==> config.mk <==
export PLATFORM = sky130hd
export DESIGN_NAME = asm_cmp_unit
export DESIGN_NICKNAME = d
export VERILOG_FILES = /design/src/rtl/asm_pkg.sv /design/src/rtl/asm_cmp_unit.sv
export SDC_FILE = /design/constraint.sdc
export NUM_CORES = 1
export LEC_CHECK = 0
export ABC_AREA = 0
export BUFFER_PORTS_ARGS = -buffer_cell sky130_fd_sc_hd__clkbuf_2
export CAP_MARGIN = 25
export CORE_AREA = 2 2 131 133
export DETAILED_ROUTE_END_ITERATION = 10
export DIE_AREA = 0 0 133 135
export PLACE_DENSITY = 0.7
export SLEW_MARGIN = 20
export SYNTH_ARGS = -nofsm -noshare
export SYNTH_HDL_FRONTEND = slang
export SYNTH_SLANG_ARGS = --single-unit
==> constraint.sdc <==
create_clock -name vclk -period 3.3
set_clock_uncertainty 0.2 [all_clocks]
set_input_delay 0.66 -clock vclk [all_inputs]
set_output_delay 0.66 -clock vclk [all_outputs]
set_load 0.02 [all_outputs]
==> src/rtl/asm_pkg.sv <==
package asm_pkg;

  localparam int unsigned SegEntries = 16;
  localparam int unsigned IdxW = $clog2(SegEntries);
  localparam int unsigned CntW = $clog2(SegEntries + 1);
  localparam int unsigned ResultLimit = 16;
  localparam int unsigned ResW = $clog2(ResultLimit);

  typedef enum logic [1:0] {
    StOk      = 2'd0,
    StFault   = 2'd1,
    StFull    = 2'd2,
    StBadRng  = 2'd3
  } status_e;

  typedef struct packed {
    logic       space;
    logic [63:0] start;
    logic [63:0] stop;
    logic [63:0] orig;
    logic [7:0]  target;
  } entry_t;

  // classification of one entry against an add range
  typedef struct packed {
    logic hit;      // same space and overlapping
    logic covered;  // fully inside the new range
    logic encloses; // strictly encloses the new range
    logic front;    // starts before the new range
  } cls_t;

endpackage

==> src/rtl/asm_cmp_unit.sv <==
module asm_cmp_unit
  import asm_pkg::*;
(
  input  entry_t      entry_i,
  input  logic        space_i,
  input  logic [63:0] lo_i,
  input  logic [63:0] hi_i,
  output cls_t        cls_o
);
  // shared compare unit: one entry against one inclusive range per cycle
  logic ge_lo, le_hi, s_ge, e_le;
  assign s_ge  = entry_i.start >= lo_i;
  assign e_le  = entry_i.stop <= hi_i;
  assign ge_lo = entry_i.stop >= lo_i;
  assign le_hi = entry_i.start <= hi_i;
  assign cls_o.hit      = (entry_i.space == space_i) && ge_lo && le_hi;
  assign cls_o.covered  = s_ge && e_le;
  assign cls_o.encloses = !s_ge && (entry_i.stop > hi_i);
  assign cls_o.front    = !s_ge;
endmodule

==> results.py <==
metrics = {
    "power_and_ir_drop": {
        "p_leak_nw": 5.81,
        "ir_worst_vdd_v": 0.0000561,
        "p_per_area_mw_per_mm2": 128,
    },
    "sta": {
        "finalHoldViolations": 0,
        "fmax_mhz": 270,
        "finalCritPeriodShare": 1.12,
        "worstMarginPinSlew_ps": 559,
        "rsz0062_at_grt": "yes",
        "fin_crit_ps": 3700,
        "slew_headroom": 0.626,
        "drv_slew": 0,
        "setup_violations": 4,
        "finalWorstSetupSlack_ps": -399,
    },
    "placed_design": {
        "port_buffers": 262,
        "gp_congestion": 0.884,
        "post-place-cells": 1437,
        "hpwlAfterDp_um": 19400,
    },
    "setup_path": {
        "slowest_stage": "or4_4",
        "critPathMaxStageDelay_ps": 600,
        "worstPathArrival_ps": 2840,
        "worstSetupStartpointType": "input pin",
        "critical_path_class": "input pin to output pin",
        "crit_path_end_kind": "output pin",
        "required_ps": 2440,
        "crit_chain": "buf_6 -> inv_2 -> ha_4 -> nand4_1 -> or4_4 -> nor4_4 -> nand3_2 -> o21a_1 -> o2111ai_2 -> o31ai_4 -> and2_4 -> buf_8",
        "critPathMaxFanout": 3,
    },
    "yosys": {
        "netlist_top_cells_area": "ha_1 54%, inv_1 8.5%, a21o_1 7.6%",
        "yosysSeqAreaShare": 0,
        "yosysUniqueCellTypes": 41,
        "synth.avg_cell_area_um2": 7.75,
        "yosysMostFrequentCell": "ha_1",
        "synth_top_area_frac": 0.543,
        "synthesis.area_mm2": 0.00590,
        "postSynthCellCount": 761,
        "yosys.area.top_type": "ha_1",
        "yosysWarnings": 0,
        "syn-num-nets": 1347,
        "synthTopCellsByCount": "256 x ha_1, 133 x inv_1, 79 x a21oi_1, 60 x a21o_1, 52 x nand4_1",
    },
    "die": {
        "ios": 334,
        "rows": 47,
        "start_util": 0.359,
        "coreArea_mm2": 0.0164,
        "die_w_um": 133,
        "die_h_um": 135,
        "die-area_mm2": 0.0180,
    },
    "final_layout": {
        "fin_util": 0.594,
        "finalNetCount": 1815,
        "seq_cell_count": 0,
        "drive_gt1_frac": 0.448,
        "final_cells": 1447,
        "seq_area_um2": 0,
        "clock_buffer_count": 0,
        "syn_to_final_growth_pct": 65.1,
        "num_antenna_cells": 0,
    },
    "grt": {
        "antenna_found_initial": 0,
        "grt_overflow_total": 0,
        "track_usage": 0.224,
        "grt_pass1_wl_um": 33400,
        "grt_pass1_vias": 7435,
        "grt_max_degree": 4,
    },
    "clock_tree": {
        "cts_hold_buf": 0,
    },
    "detailed_routing": {
        "viasPerCell": 5.07,
        "wirelength_um": 22500,
        "vias": 7333,
        "drtAntennaViolNets": 0,
        "first_iter_violations": 206,
        "drc": 0,
        "wl_per_cell_um": 15.5,
        "drt_pass1_iterations": 4,
    },
    "outcome": {
        "violations": "negative setup slack",
        "status": "complete, but fails checks",
    },
    "hold_path": {
        "hp-class": "input pin to output pin",
    },
    "run": {
        "drv_cap": 0,
    },
}
==> routing by layer <==
metal | global-route usage | routed length [um] | vias to the layer above
li1 | - | - | 3775
met1 | 0.260 | 9110 | 3283
met2 | 0.440 | 11600 | 221
met3 | 0.0221 | 1070 | 54
met4 | 0.0532 | 712 | 0
met5 | 0 | 0 | -
==> path summary, 6_finish.rpt <==
check | to | slack [ps] | start | depth (start not counted)
worst max-delay path | cls_o[2] | -400 | hi_i[55] | 12
worst min-delay path | cls_o[3] | 1820 | entry_i[200] | 6
==> stage by stage <==
stage | setup TNS [ps] | area [um2] | power [mW] | hold WS, ps | setup WS [ps]
2_1_floorplan | -51.9 | 5910 | 0.537 | 1530 | -35.1
3_3_place_gp | -2040 | 8950 | 1.07 | 1880 | -588
3_5_place_dp | -2170 | 8950 | 1.10 | 1880 | -594
4_1_cts | -1480 | 9180 | 1.15 | 1860 | -437
5_1_grt | -1660 | 9740 | 1.40 | 1900 | -524
6_report | -1220 | 9740 | 1.25 | 1820 | -399
==> final cells by class <==
type                       count  area, um2
fill                        1453       6670
inverter                     133        517
multi-input combinational    628       5910
tap                          220        275
timing repair buffer         466       3040
==> where the power goes <==
group | internal [mW] | switching, mW
registers | 0 | 0
logic | 0.668 | 0.578
clock network | 0 | 0
==> logic make-up (layout without fill, tap and decap cells) <==
group | after synthesis | after routing | share of synthesized area
AND/OR/NAND/NOR | 160 | 160 | 0.144
buffers and inverters | 133 | 599 | 0.0846
AO/OA/AOI/OAI | 211 | 211 | 0.226
adder cells (fa/ha/maj) | 256 | 256 | 0.543
XOR/XNOR | 1 | 1 | 0.00149
==> critical path: cells and delay by family <==
kind / cells / cell delay, ps
and+or+nand+nor: 5 / 1260
buffers and inverters: 3 / 240
adders and majority gates: 1 / 270
AOI/OAI and AO/OA: 3 / 410
==> placed cells by master (no fill, tap or decap), types with 24 or more instances in the layout <==
| cell type | netlist | layout |
|---|---|---|
| buf_4 | 0 | 204 |
| a21o_1 | 60 | 60 |
| a21oi_1 | 79 | 68 |
| ha_1 | 256 | 230 |
| buf_6 | 0 | 24 |
| inv_1 | 133 | 113 |
| clkbuf_2 | 0 | 232 |
| ha_4 | 0 | 26 |
| nand2_1 | 33 | 32 |
| nand4_1 | 52 | 52 |
==> repair_timing <==
item | in CTS | in global routing
pin swaps | 13 | 28
endpoints found under the setup margin | 4 | 4
resized for setup | 41 | 113
hold endpoints to repair | 0 | 0
buffers inserted | 2 | 9
Note: power is estimated with default switching activity, not from simulation.
